**src/design/tce_pkg.sv**
```systemverilog
// ----------------------------------------------------------------------------
// tce_pkg
// Shared constants, codes and types of the text console character engine.
// ----------------------------------------------------------------------------
package tce_pkg;

	// Cell store geometry. The offset fields are 13 bits wide, so the store
	// depth is fixed here.
	localparam int STORE_CELLS = 8192;
	localparam int ADDR_W      = 13;
	localparam int CELL_W      = 16;
	localparam int ATTR_W      = 8;
	localparam int BYTE_W      = 8;
	localparam int OP_W        = 2;

	// Default screen geometry.
	localparam int COLUMNS_DEF  = 80;
	localparam int ROWS_DEF     = 25;
	localparam int TAB_STOP_DEF = 8;

	// Stream widths, padded to whole bytes.
	localparam int S_TDATA_W = 24;
	localparam int M_TDATA_W = 48;

	// Configuration port.
	localparam int CFG_IDX_W  = 1;
	localparam int CFG_DATA_W = 16;
	localparam logic [CFG_IDX_W-1:0] REG_TEXT_ATTR  = 1'd0;
	localparam logic [CFG_IDX_W-1:0] REG_BLANK_CELL = 1'd1;

	localparam logic [ATTR_W-1:0] ATTR_RESET  = 8'h02;
	localparam logic [CELL_W-1:0] BLANK_RESET = 16'h0720;

	// Operation codes.
	localparam logic [OP_W-1:0] OP_WRITE = 2'd0;
	localparam logic [OP_W-1:0] OP_READ  = 2'd1;
	localparam logic [OP_W-1:0] OP_CLEAR = 2'd2;

	// Control bytes.
	localparam logic [BYTE_W-1:0] CH_NUL = 8'h00;
	localparam logic [BYTE_W-1:0] CH_BS  = 8'h08;
	localparam logic [BYTE_W-1:0] CH_HT  = 8'h09;
	localparam logic [BYTE_W-1:0] CH_LF  = 8'h0A;
	localparam logic [BYTE_W-1:0] CH_VT  = 8'h0B;
	localparam logic [BYTE_W-1:0] CH_FF  = 8'h0C;
	localparam logic [BYTE_W-1:0] CH_DEL = 8'h7F;

	// Access to the cell store.
	typedef struct packed {
		logic              we;
		logic [ADDR_W-1:0] waddr;
		logic [CELL_W-1:0] wdata;
		logic              re;
		logic [ADDR_W-1:0] raddr;
	} mem_req_t;

	// One finished transaction handed to the output register.
	typedef struct packed {
		logic              valid;
		logic [ADDR_W-1:0] shown;
		logic [ADDR_W-1:0] start;
		logic [CELL_W-1:0] data;
	} result_t;

endpackage

```
**src/design/tce_seq.sv**
```systemverilog
// ----------------------------------------------------------------------------
// tce_seq
// Operation sequencer: decodes each transaction, keeps the cursor, screen
// start and configuration registers, and walks the cell store for scrolls,
// buffer wrap copies and clears.
// ----------------------------------------------------------------------------
module tce_seq #(
	parameter int Columns = tce_pkg::COLUMNS_DEF,
	parameter int Rows    = tce_pkg::ROWS_DEF,
	parameter int TabStop = tce_pkg::TAB_STOP_DEF
) (
	input  logic                             clk,
	input  logic                             arst_n,
	input  logic                             s_valid,
	output logic                             s_ready,
	input  logic [tce_pkg::OP_W-1:0]         op_in,
	input  logic [tce_pkg::BYTE_W-1:0]       byte_in,
	input  logic                             last_in,
	input  logic [tce_pkg::ADDR_W-1:0]       addr_in,
	input  logic                             cfg_we,
	input  logic [tce_pkg::CFG_IDX_W-1:0]    cfg_addr,
	input  logic [tce_pkg::CFG_DATA_W-1:0]   cfg_wdata,
	input  logic                             out_free,
	output tce_pkg::result_t                 res,
	output tce_pkg::mem_req_t                mem_req,
	input  logic [tce_pkg::CELL_W-1:0]       rdata
);

	localparam int ADDR_W = tce_pkg::ADDR_W;
	localparam int SCREEN = Columns * Rows;
	localparam int COL_W  = $clog2(Columns + 2 * TabStop + 1);
	localparam int LINE_W = $clog2(Rows);
	localparam int PH_W   = $clog2(TabStop);
	localparam int CNT_W  = ADDR_W + 1;
	localparam int OVF_W  = ADDR_W + 2;
	localparam int COL_PH = Columns % TabStop;

	localparam logic [COL_W-1:0]  COLS_C     = COL_W'(Columns);
	localparam logic [ADDR_W-1:0] COLS_A     = ADDR_W'(Columns);
	localparam logic [ADDR_W-1:0] SCREEN_A   = ADDR_W'(SCREEN);
	localparam logic [LINE_W-1:0] LAST_LINE  = LINE_W'(Rows - 1);
	localparam logic [CNT_W-1:0]  SCREEN_CNT = CNT_W'(SCREEN);
	localparam logic [CNT_W-1:0]  ERASE_LAST = CNT_W'(Columns - 1);
	localparam logic [ADDR_W-1:0] WIPE_LAST  = ADDR_W'(tce_pkg::STORE_CELLS - 1);
	localparam logic [PH_W-1:0]   PH_LAST    = PH_W'(TabStop - 1);
	localparam logic [PH_W-1:0]   PH_COL     = PH_W'(COL_PH);
	localparam logic [PH_W:0]     TAB_P      = (PH_W + 1)'(TabStop);
	localparam logic [OVF_W-1:0]  OVF_ADD    = OVF_W'(SCREEN + Columns);
	localparam logic [OVF_W-1:0]  STORE_O    = OVF_W'(tce_pkg::STORE_CELLS);

	typedef enum logic [2:0] {
		ST_IDLE,
		ST_EXEC,
		ST_NEWLINE,
		ST_COPY,
		ST_ERASE,
		ST_PRINT,
		ST_WIPE,
		ST_RESULT
	} state_t;

	state_t                       state_q;
	logic [ADDR_W-1:0]            start_q;
	logic [ADDR_W-1:0]            cursor_q;
	logic [ADDR_W-1:0]            shown_q;
	logic [COL_W-1:0]             column_q;
	logic [LINE_W-1:0]            line_q;
	logic [PH_W-1:0]              phase_q;
	logic [CNT_W-1:0]             cnt_q;
	logic                         print_q;
	logic                         init_q;
	logic [tce_pkg::ATTR_W-1:0]   attr_q;
	logic [tce_pkg::CELL_W-1:0]   blank_q;

	logic [tce_pkg::OP_W-1:0]     op_q;
	logic [tce_pkg::BYTE_W-1:0]   byte_q;
	logic                         last_q;
	logic [ADDR_W-1:0]            addr_q;

	logic                         accept;
	logic [PH_W-1:0]              ph_inc;
	logic [PH_W-1:0]              ph_dec;
	logic [PH_W:0]                tab_step;
	logic [COL_W-1:0]             tab_col;
	logic [ADDR_W-1:0]            tab_cur;
	logic                         tab_wraps;
	logic                         wrap_now;
	logic                         ovf;
	logic [ADDR_W-1:0]            row_base;
	logic [ADDR_W-1:0]            shown_next;
	logic [tce_pkg::CELL_W-1:0]   wipe_word;
	logic [tce_pkg::CELL_W-1:0]   print_word;

	// Column modulo the tab stop moves back by a fixed amount when a row wraps.
	function automatic logic [PH_W-1:0] ph_wrap(input logic [PH_W-1:0] p);
		logic [PH_W:0] up;
		up = {1'b0, p} + TAB_P - {1'b0, PH_COL};
		if (p >= PH_COL) begin
			return p - PH_COL;
		end
		return up[PH_W-1:0];
	endfunction

	assign accept     = s_valid && s_ready;
	assign ph_inc     = (phase_q == PH_LAST) ? '0 : phase_q + 1'b1;
	assign ph_dec     = (phase_q == '0) ? PH_LAST : phase_q - 1'b1;
	assign tab_step   = TAB_P - {1'b0, phase_q};
	assign tab_col    = column_q + COL_W'(tab_step);
	assign tab_cur    = cursor_q + ADDR_W'(tab_step);
	assign tab_wraps  = tab_col >= COLS_C;
	assign wrap_now   = column_q >= COLS_C;
	assign ovf        = ({2'b00, start_q} + OVF_ADD) >= STORE_O;
	assign row_base   = start_q + SCREEN_A;
	assign wipe_word  = init_q ? tce_pkg::BLANK_RESET : blank_q;
	assign print_word = {attr_q, byte_q};

	always_comb begin
		if (op_q == tce_pkg::OP_WRITE && last_q) begin
			shown_next = cursor_q;
		end else if (op_q == tce_pkg::OP_CLEAR) begin
			shown_next = '0;
		end else begin
			shown_next = shown_q;
		end
	end

	assign s_ready   = (state_q == ST_IDLE) || (state_q == ST_RESULT && out_free);
	assign res.valid = (state_q == ST_RESULT) && out_free;
	assign res.shown = shown_next;
	assign res.start = start_q;
	assign res.data  = (op_q == tce_pkg::OP_READ) ? rdata : '0;

	// Cell store requests.
	always_comb begin
		mem_req = '0;
		unique case (state_q)
			ST_EXEC: begin
				if (op_q == tce_pkg::OP_READ) begin
					mem_req.re    = 1'b1;
					mem_req.raddr = addr_q;
				end else if (op_q == tce_pkg::OP_WRITE) begin
					unique case (byte_q) inside
						tce_pkg::CH_NUL, tce_pkg::CH_HT, tce_pkg::CH_LF,
						tce_pkg::CH_VT, tce_pkg::CH_FF: begin
						end
						tce_pkg::CH_BS: begin
							mem_req.we    = (column_q != '0);
							mem_req.waddr = cursor_q - 1'b1;
							mem_req.wdata = blank_q;
						end
						tce_pkg::CH_DEL: begin
							mem_req.we    = 1'b1;
							mem_req.waddr = cursor_q;
							mem_req.wdata = blank_q;
						end
						default: begin
							mem_req.we    = !wrap_now;
							mem_req.waddr = cursor_q;
							mem_req.wdata = print_word;
						end
					endcase
				end
			end
			ST_COPY: begin
				// Read one cell ahead of the write; the source lies above the base.
				mem_req.re    = cnt_q < SCREEN_CNT;
				mem_req.raddr = start_q + cnt_q[ADDR_W-1:0];
				mem_req.we    = cnt_q != '0;
				mem_req.waddr = cnt_q[ADDR_W-1:0] - 1'b1;
				mem_req.wdata = rdata;
			end
			ST_ERASE: begin
				mem_req.we    = 1'b1;
				mem_req.waddr = row_base + cnt_q[ADDR_W-1:0];
				mem_req.wdata = blank_q;
			end
			ST_PRINT: begin
				mem_req.we    = 1'b1;
				mem_req.waddr = cursor_q;
				mem_req.wdata = print_word;
			end
			ST_WIPE: begin
				mem_req.we    = 1'b1;
				mem_req.waddr = cnt_q[ADDR_W-1:0];
				mem_req.wdata = wipe_word;
			end
			default: begin
			end
		endcase
	end

	// Transaction fields, held while the operation runs.
	always_ff @(posedge clk) begin
		if (accept) begin
			op_q   <= op_in;
			byte_q <= byte_in;
			last_q <= last_in;
			addr_q <= addr_in;
		end
	end

	always_ff @(posedge clk or negedge arst_n) begin
		if (!arst_n) begin
			state_q  <= ST_WIPE;
			start_q  <= '0;
			cursor_q <= '0;
			shown_q  <= '0;
			column_q <= '0;
			line_q   <= '0;
			phase_q  <= '0;
			cnt_q    <= '0;
			print_q  <= 1'b0;
			init_q   <= 1'b1;
			attr_q   <= tce_pkg::ATTR_RESET;
			blank_q  <= tce_pkg::BLANK_RESET;
		end else begin
			if (cfg_we) begin
				unique case (cfg_addr)
					tce_pkg::REG_TEXT_ATTR:  attr_q  <= cfg_wdata[tce_pkg::ATTR_W-1:0];
					tce_pkg::REG_BLANK_CELL: blank_q <= cfg_wdata[tce_pkg::CELL_W-1:0];
					default: begin
					end
				endcase
			end

			unique case (state_q)
				ST_IDLE: begin
					if (s_valid) begin
						state_q <= ST_EXEC;
					end
				end
				ST_EXEC: begin
					state_q <= ST_RESULT;
					cnt_q   <= '0;
					print_q <= 1'b0;
					unique case (op_q)
						tce_pkg::OP_WRITE: begin
							unique case (byte_q) inside
								tce_pkg::CH_NUL, tce_pkg::CH_DEL: begin
								end
								tce_pkg::CH_BS: begin
									if (column_q != '0) begin
										column_q <= column_q - 1'b1;
										cursor_q <= cursor_q - 1'b1;
										phase_q  <= ph_dec;
									end
								end
								tce_pkg::CH_HT: begin
									if (tab_wraps) begin
										column_q <= tab_col - COLS_C;
										cursor_q <= tab_cur - COLS_A;
										phase_q  <= ph_wrap('0);
										state_q  <= ST_NEWLINE;
									end else begin
										column_q <= tab_col;
										cursor_q <= tab_cur;
										phase_q  <= '0;
									end
								end
								tce_pkg::CH_LF: begin
									cursor_q <= cursor_q - ADDR_W'(column_q);
									column_q <= '0;
									phase_q  <= '0;
									state_q  <= ST_NEWLINE;
								end
								tce_pkg::CH_VT, tce_pkg::CH_FF: begin
									state_q <= ST_NEWLINE;
								end
								default: begin
									if (wrap_now) begin
										// Full row: wrap first, print after the new line.
										column_q <= column_q - COLS_C;
										cursor_q <= cursor_q - COLS_A;
										phase_q  <= ph_wrap(phase_q);
										print_q  <= 1'b1;
										state_q  <= ST_NEWLINE;
									end else begin
										column_q <= column_q + 1'b1;
										cursor_q <= cursor_q + 1'b1;
										phase_q  <= ph_inc;
									end
								end
							endcase
						end
						tce_pkg::OP_CLEAR: begin
							start_q  <= '0;
							cursor_q <= '0;
							column_q <= '0;
							line_q   <= '0;
							phase_q  <= '0;
							state_q  <= ST_WIPE;
						end
						default: begin
						end
					endcase
				end
				ST_NEWLINE: begin
					cnt_q <= '0;
					if (line_q != LAST_LINE) begin
						line_q   <= line_q + 1'b1;
						cursor_q <= cursor_q + COLS_A;
						state_q  <= print_q ? ST_PRINT : ST_RESULT;
					end else begin
						state_q <= ovf ? ST_COPY : ST_ERASE;
					end
				end
				ST_COPY: begin
					if (cnt_q == SCREEN_CNT) begin
						cursor_q <= cursor_q - start_q;
						start_q  <= '0;
						cnt_q    <= '0;
						state_q  <= ST_ERASE;
					end else begin
						cnt_q <= cnt_q + 1'b1;
					end
				end
				ST_ERASE: begin
					if (cnt_q == ERASE_LAST) begin
						start_q  <= start_q + COLS_A;
						cursor_q <= cursor_q + COLS_A;
						cnt_q    <= '0;
						state_q  <= print_q ? ST_PRINT : ST_RESULT;
					end else begin
						cnt_q <= cnt_q + 1'b1;
					end
				end
				ST_PRINT: begin
					column_q <= column_q + 1'b1;
					cursor_q <= cursor_q + 1'b1;
					phase_q  <= ph_inc;
					state_q  <= ST_RESULT;
				end
				ST_WIPE: begin
					if (cnt_q[ADDR_W-1:0] == WIPE_LAST) begin
						cnt_q   <= '0;
						init_q  <= 1'b0;
						state_q <= init_q ? ST_IDLE : ST_RESULT;
					end else begin
						cnt_q <= cnt_q + 1'b1;
					end
				end
				ST_RESULT: begin
					if (out_free) begin
						shown_q <= shown_next;
						state_q <= s_valid ? ST_EXEC : ST_IDLE;
					end
				end
				default: begin
					state_q <= ST_IDLE;
				end
			endcase
		end
	end

endmodule

```
**config.mk**
```make
export PLATFORM = sky130hd
export DESIGN_NAME = tce_seq
export DESIGN_NICKNAME = d
export VERILOG_FILES = /design/src/design/tce_pkg.sv /design/src/design/tce_seq.sv
export SDC_FILE = /design/constraint.sdc
export NUM_CORES = 1
export LEC_CHECK = 0
export BUFFER_PORTS_ARGS = -buffer_cell sky130_fd_sc_hd__buf_2
export CAP_MARGIN = 20
export CELL_PAD_IN_SITES_DETAIL_PLACEMENT = 1
export CELL_PAD_IN_SITES_GLOBAL_PLACEMENT = 1
export CORE_MARGIN = 1.5
export CORE_UTILIZATION = 38
export DETAILED_ROUTE_END_ITERATION = 7
export GPL_TIMING_DRIVEN = 0
export PLACE_DENSITY_LB_ADDON = 0.08
export SLEW_MARGIN = 20
export SYNTH_ARGS = -nofsm -noshare
export SYNTH_HDL_FRONTEND = slang
export SYNTH_SLANG_ARGS = --single-unit
```
**constraint.sdc**
```tcl
create_clock -name clk -period 8.8 [get_ports clk]
set_input_delay 0.88 -clock clk [delete_from_list [all_inputs] [get_ports clk]]
set_output_delay 0.88 -clock clk [all_outputs]
set_load 0.02 [all_outputs]
```
==> results of run 1 <==
-- layer usage --
| metal | part of all wire, % | routed length [um] |
|---|---|---|
| met2 | 45 | 22000 |
| met4 | 3.5 | 1720 |
| met3 | 6.7 | 3290 |
| met1 | 45 | 22000 |
| met5 | 0 | 0 |
-- state kept, by name, indices dropped and copies added, names as in the netlist --
signal / count
attr_q: 8
start_q: 9
line_q: 5
last_q: 1
column_q: 7
init_q: 1
blank_q: 16
print_q: 1
cnt_q: 14
phase_q: 3
state_q: 3
op_q: 2
cursor_q: 13
addr_q: 13
byte_q: 8
shown_q: 13
-- logic make-up after synthesis --
logic type      synth area share, %
compound gates                 25.7
buf+inv                        5.78
flops                          26.8
other cells                  0.0657
fa+ha+maj                      8.92
mux                            4.52
xor+xnor                       5.66
simple gates                   22.6
-- layout make-up --
type	instances	share of cell area [%]
buffer	100	3.13
clock buffer	20	3.52
clock inverter	12	1.05
inverter	65	1.83
multi-input combinational	1196	58.1
sequential	117	23.0
tap	390	3.67
timing repair buffer	147	5.76
-- stage by stage --
step	total power [mW]	std cells	utilization, %	worst slack, ns	hold WS [ns]
after CTS	4.79	2047	44.9	3.58	0.347
after global placement	3.96	2013	42.7	4.06	0.482
after floorplan	2.97	1478	-	5.32	0.452
after detailed placement	4.01	2015	42.9	4.10	0.489
final	4.83	2047	44.9	3.46	0.339
after global routing	5.14	2047	44.9	3.37	0.366
-- power groups by stage --
stage               clock network [mW]  logic, mW  registers (mW)
global placement                     0       3.11           0.850
CTS                              0.757       3.19           0.848
finish                           0.747       3.23           0.852
global route                     0.772       3.50           0.868
floorplan                            0       2.17           0.804
detailed placement                   0       3.16           0.856
-- cell usage in the layout (no fill, tap or decap), types with 29 or more instances in the layout --
master	count
ha_1	75
buf_2	161
o21ai_1	29
nand3_1	59
nor3_1	43
xnor2_1	53
inv_1	63
a21oi_1	90
nand2_1	195
o21ai_0	107
dfrtp_1	85
nor2_1	103
clkbuf_1	72
mux2_2	41
-- worst min path at each step --
stage                             end  depth (start not counted)
final                       cnt_q[11]                          1
after global routing        cnt_q[11]                          1
after CTS                   cnt_q[11]                          1
after detailed placement  blank_q[13]                          1
after global placement    blank_q[13]                          1
after floorplan             cnt_q[13]                          1
==> qor.csv, run 1 <==
stage;metric;value;unit
drt;vias_per_cell;6.09;
critical_path;path_class;register to output pin;
drt;antenna_left;0;
global_routing;grt_pass1_vias;12500;
sta;setup-tns-final;0;ns
place;gp_congestion;0.946;
cells_and_area;ff_latch_area;3060;sq um
critical_path;critPathLaunch;cursor_q[5];
floorplan;io_pins;150;
place;dpl-instance-area;12700;sq um
yosys;ys_top_cells_by_count;nand2_1, o21ai_0, nor2_1;
critical_path;r2r_start;phase_q[0];
run_status;status;completed;
place;port_buffers;145;
yosys;avgSynthCellArea;7.76;sq um
yosys;synth_area;11400;sq um
clock_network;cts_tree;built;
clock_network;cts_setup_buffers;0;
yosys;yosys_warnings;0;
power;p_clk_share;15.5;%
critical_path;path_max_fanout;10;
critical_path;crit_path_end_kind;output pin;
drt;post_drt_wl_per_cell;23.9;um
floorplan;die_area;31100;sq um
drt;drc;0;
global_routing;grt_max_degree;62;
hold_path;hp-class;input pin to async pin;
sta;relSlewSlack;34.1;%
global_routing;met1_usage;42.7;%
clock_network;cts_resized;0;
global_routing;grt_overflow_total;0;
critical_path;reg2regPathDepth;14;
job;maxCapViolations;0;
cells_and_area;final_design_area_no_fill;13300;sq um
global_routing;antenna_found_initial;0;
power;pwr-share-comb;66.9;%
clock_network;hold_buffers;0;
power;p_switching;2.60;mW
yosys;synth_top_cell_by_area;dfrtp_1;
critical_path;critical_path.top_delay_family;compound AO/OA/AOI/OAI gates;
floorplan;initial_utilization;38.5;%
power;swShare;53.9;%
power;power_density;363;nW/um^2
cells_and_area;area_delta_synth_final;16.5;%
yosys;ys_seq_area_share;26.8;%
cells_and_area;drive_gt1_share;16.4;%
place;detailed_place_hpwl;37.5;mm
global_routing;grt_use_met3;5.79;%
yosys;ys_types;88;
power;p_seq_share;17.7;%
critical_path;worst-path-buf-inv;3;
sta;timing.fmax;0.187;GHz
clock_network;clock_tree.buffer_depth;2;
yosys;synth_top_area_share;18.6;%
cells_and_area;nets;1785;
critical_path;start_kind;register;
global_routing;met2_usage;50.3;%
floorplan;fp.dieW;176;um
yosys;synth_ff_type;dfrtp_1;
clock_network;cts_root_buf;clkbuf_16;
yosys;yosysMostFrequentCell;nand2_1;
critical_path;crit_end;mem_req[42];
critical_path;crit_path_max_incr_delay;0.66;ns
power;leakagePower;5.75;nW
floorplan;placementRows;63;
yosys;syn-instance-count;1473;
critical_path;slowest_stage;nor3_1;
yosys;ys_top_cells_by_area;dfrtp_1, ha_1, nand2_1, edfxtp_1, o21ai_0;
clock_network;htree_num_levels;4;
yosys;ys_async_sr_fraction;79.5;%
cells_and_area;diodes;0;
drt;first_pass_iters;5;
critical_path;r2r_setup_slack;4.45;ns
cells_and_area;multi_input_area;7730;sq um
sta;setup_violations;0;
sta;period_share;60.7;%
critical_path;cp.depth;11;
drt;route.vias.total;12500;
clock_network;cts_inserted_buffers;17;
critical_path;cp_data_arrival_time;4.46;ns
clock_network;clk_pin_slew;0.07;ns
critical_path;path_cells;buf_1, inv_1, ha_1, nand4bb_1, nor3_1, nand2_1, o31ai_1, a311oi_1, a221oi_1, o21ai_1, buf_2;
clock_network;clock_latency;0.45;ns
sta;fin_crit;5.34;ns
sta;worst_slew_pin_slew;0.979;ns
power;intPower;2.23;mW
yosys;synth_edf_count;24;
yosys;synth_seq_cells;117;
drt;routed_wl;48.9;mm
floorplan;core;29600;sq um
sta;final-max-slew-violation-count;0;
global_routing;gr-max-usage-layer;met2;
clock_network;cts_num_sinks;117;
cells_and_area;nFillCells;3711;
global_routing;grt_pass1_wl;74.9;mm
sta;rsz0062_at_grt;no;
drt;drtIter0Drc;1006;
sta;hold_viol;0;
floorplan;die_h;176;um
power;ir_worst_vdd;0.000140;V
critical_path;timing.rr.end;cursor_q[12];
sta;skew;0.0116;ns
critical_path;critical_path_required;7.92;ns
global_routing;track_usage;31.8;%
Note: power is estimated with default switching activity, not from simulation.
==> run 2: changes to the inputs <==
==> constraint.sdc (replaced) <==
create_clock -name clk -period 4.3 [get_ports clk]
set_input_delay 0.43 -clock clk [delete_from_list [all_inputs] [get_ports clk]]
set_output_delay 0.43 -clock clk [all_outputs]
set_load 0.02 [all_outputs]
==> qor.csv, run 2 (synthesis gave the netlist of run 1 again) <==
stage;metric;value;unit
clock_network;cts_inserted_buffers;17;
drt;first_pass_iters;5;
global_routing;grt_max_degree;62;
critical_path;critical_path_required;3.87;ns
sta;worst_hold_slack;0.155;ns
sta;timing.fmax;0.239;GHz
power;ir_worst_vdd;0.000287;V
drt;antenna_left;0;
power;power_density;740;nW/um^2
sta;final-max-slew-violation-count;0;
cells_and_area;largest_reg_flops;16;
clock_network;clock_tree.buffer_depth;2;
sta;worst_slew_pin_slew;0.947;ns
global_routing;grt_pass1_wl;74.9;mm
drt;route.vias.total;12500;
power;leakagePower;5.78;nW
sta;hold_viol;0;
place;detailed_place_hpwl;37.5;mm
clock_network;cts_root_buf;clkbuf_16;
critical_path;path_class;register to output pin;
sta;period_share;97.5;%
global_routing;grt_pass1_vias;12500;
clock_network;cts_num_sinks;117;
job;maxCapViolations;0;
cells_and_area;drive_gt1_share;17.5;%
floorplan;die_area;31100;sq um
place;port_buffers;145;
floorplan;placementRows;63;
sta;setup_violations;0;
sta;fin_crit;4.19;ns
power;finalPower;9.91;mW
sta;relSlewSlack;36.3;%
cells_and_area;area_delta_synth_final;17.3;%
global_routing;track_usage;31.8;%
floorplan;initial_utilization;38.5;%
run_status;status;completed;
critical_path;path_max_fanout;9;
cells_and_area;largest-register;blank_q;
clock_network;clock_latency;0.45;ns
floorplan;die_h;176;um
cells_and_area;layout_commonest_cell;nand2_1;
sta;skew;0.0123;ns
global_routing;antenna_found_initial;0;
clock_network;cts_tree;built;
floorplan;core;29600;sq um
place;dp.cells;2015;
floorplan;fp.dieW;176;um
cells_and_area;reg.largest.list;blank_q: 16 flops, cnt_q: 14 flops;
hold_path;hp-class;input pin to register;
global_routing;grt_overflow_total;0;
cells_and_area;nets;1788;
cells_and_area;layout_common_cells;nand2_1, buf_2, o21ai_0, nor2_1, a21oi_1;
critical_path;start_kind;register;
drt;drc;0;
cells_and_area;fin_cells;2051;
drt;drtIter0Drc;940;
drt;routed_wl;49.1;mm
critical_path;crit_path_end_kind;output pin;
drt;vias_per_cell;6.11;
place;gp_congestion;0.946;
critical_path;cp_data_arrival_time;3.76;ns
drt;post_drt_wl_per_cell;23.9;um
floorplan;io_pins;150;
clock_network;clk_pin_slew;0.07;ns
clock_network;htree_num_levels;4;
run 2: final timing paths:
check | from | to | slack (ns) | cells after the start
worst max-delay path | cursor_q[4] | mem_req[42] | 0.11 | 11
worst min-delay path | byte_in[4] | byte_q[4] | 0.16 | 1
worst max register to register | cursor_q[1] | cursor_q[12] | 0.21 | 11
worst min register to register | blank_q[13] | blank_q[13] | 0.51 | 1
max in group asynchronous | arst_n | state_q[2] | 3.12 | 3
min in group asynchronous | arst_n | cnt_q[11] | 0.46 | 2
run 2: through the flow:
| stage | setup WS [ns] | TNS [ns] | utilization (%) | instance area [sq um] |
|---|---|---|---|---|
| final | 0.109 | 0 | 45.2 | 13400 |
| after global routing | -0.000838 | -0.000838 | 45.2 | 13400 |
| after CTS | 0.0159 | 0 | 45.0 | 13300 |
| after detailed placement | 0.0284 | 0 | 42.9 | 12700 |
| after global placement | 0.00798 | 0 | 42.7 | 12700 |
| after floorplan | 1.03 | 0 | - | 11400 |
run 2: power by group:
group	total, mW	internal [mW]	switching, mW
logic	6.63	2.24	4.40
clock network	1.53	0.911	0.621
registers	1.75	1.42	0.323
run 2: per-layer routing:
layer	share of wire [%]	GRT usage, %	vias up
met4	3.8	13.0	0
met1	44	42.6	6208
met5	0	0	-
li1	-	-	5725
met3	7.1	5.94	105
met2	45	50.2	491
run 2: worst max-delay path, stage by stage, from the launching register on:
cell and delay [ns]:
dfrtp_1 0.54, inv_1 0.48, ha_1 0.30, nand4bb_1 0.29
nor3_4 0.30, nand2_1 0.16, nor2_1 0.23, a21oi_1 0.17
a311oi_2 0.38, a221oi_1 0.12, o21ai_1 0.14, buf_2 0.19
run 2: layout make-up:
type | instances | area, sq um
fillers | 3709 | 16200
multi-input cells | 1196 | 7780
flip-flops and latches | 117 | 3060
repair buffers | 150 | 792
well taps | 390 | 488
clock buffers | 20 | 468
plain buffers | 100 | 424
inverters | 65 | 248
clock inverters | 12 | 140
diodes | 1 | 2.50
run 2: repair_timing:
| item | 4_1_cts | 5_1_grt |
|---|---|---|
| buffers inserted | 0 | 2 |
| pin swaps | 0 | 1 |
| hold endpoints to repair | 32 | 0 |
| gates resized for setup | 11 | 10 |
| setup endpoints to repair | 21 | 19 |
| hold buffers | 1 | 0 |
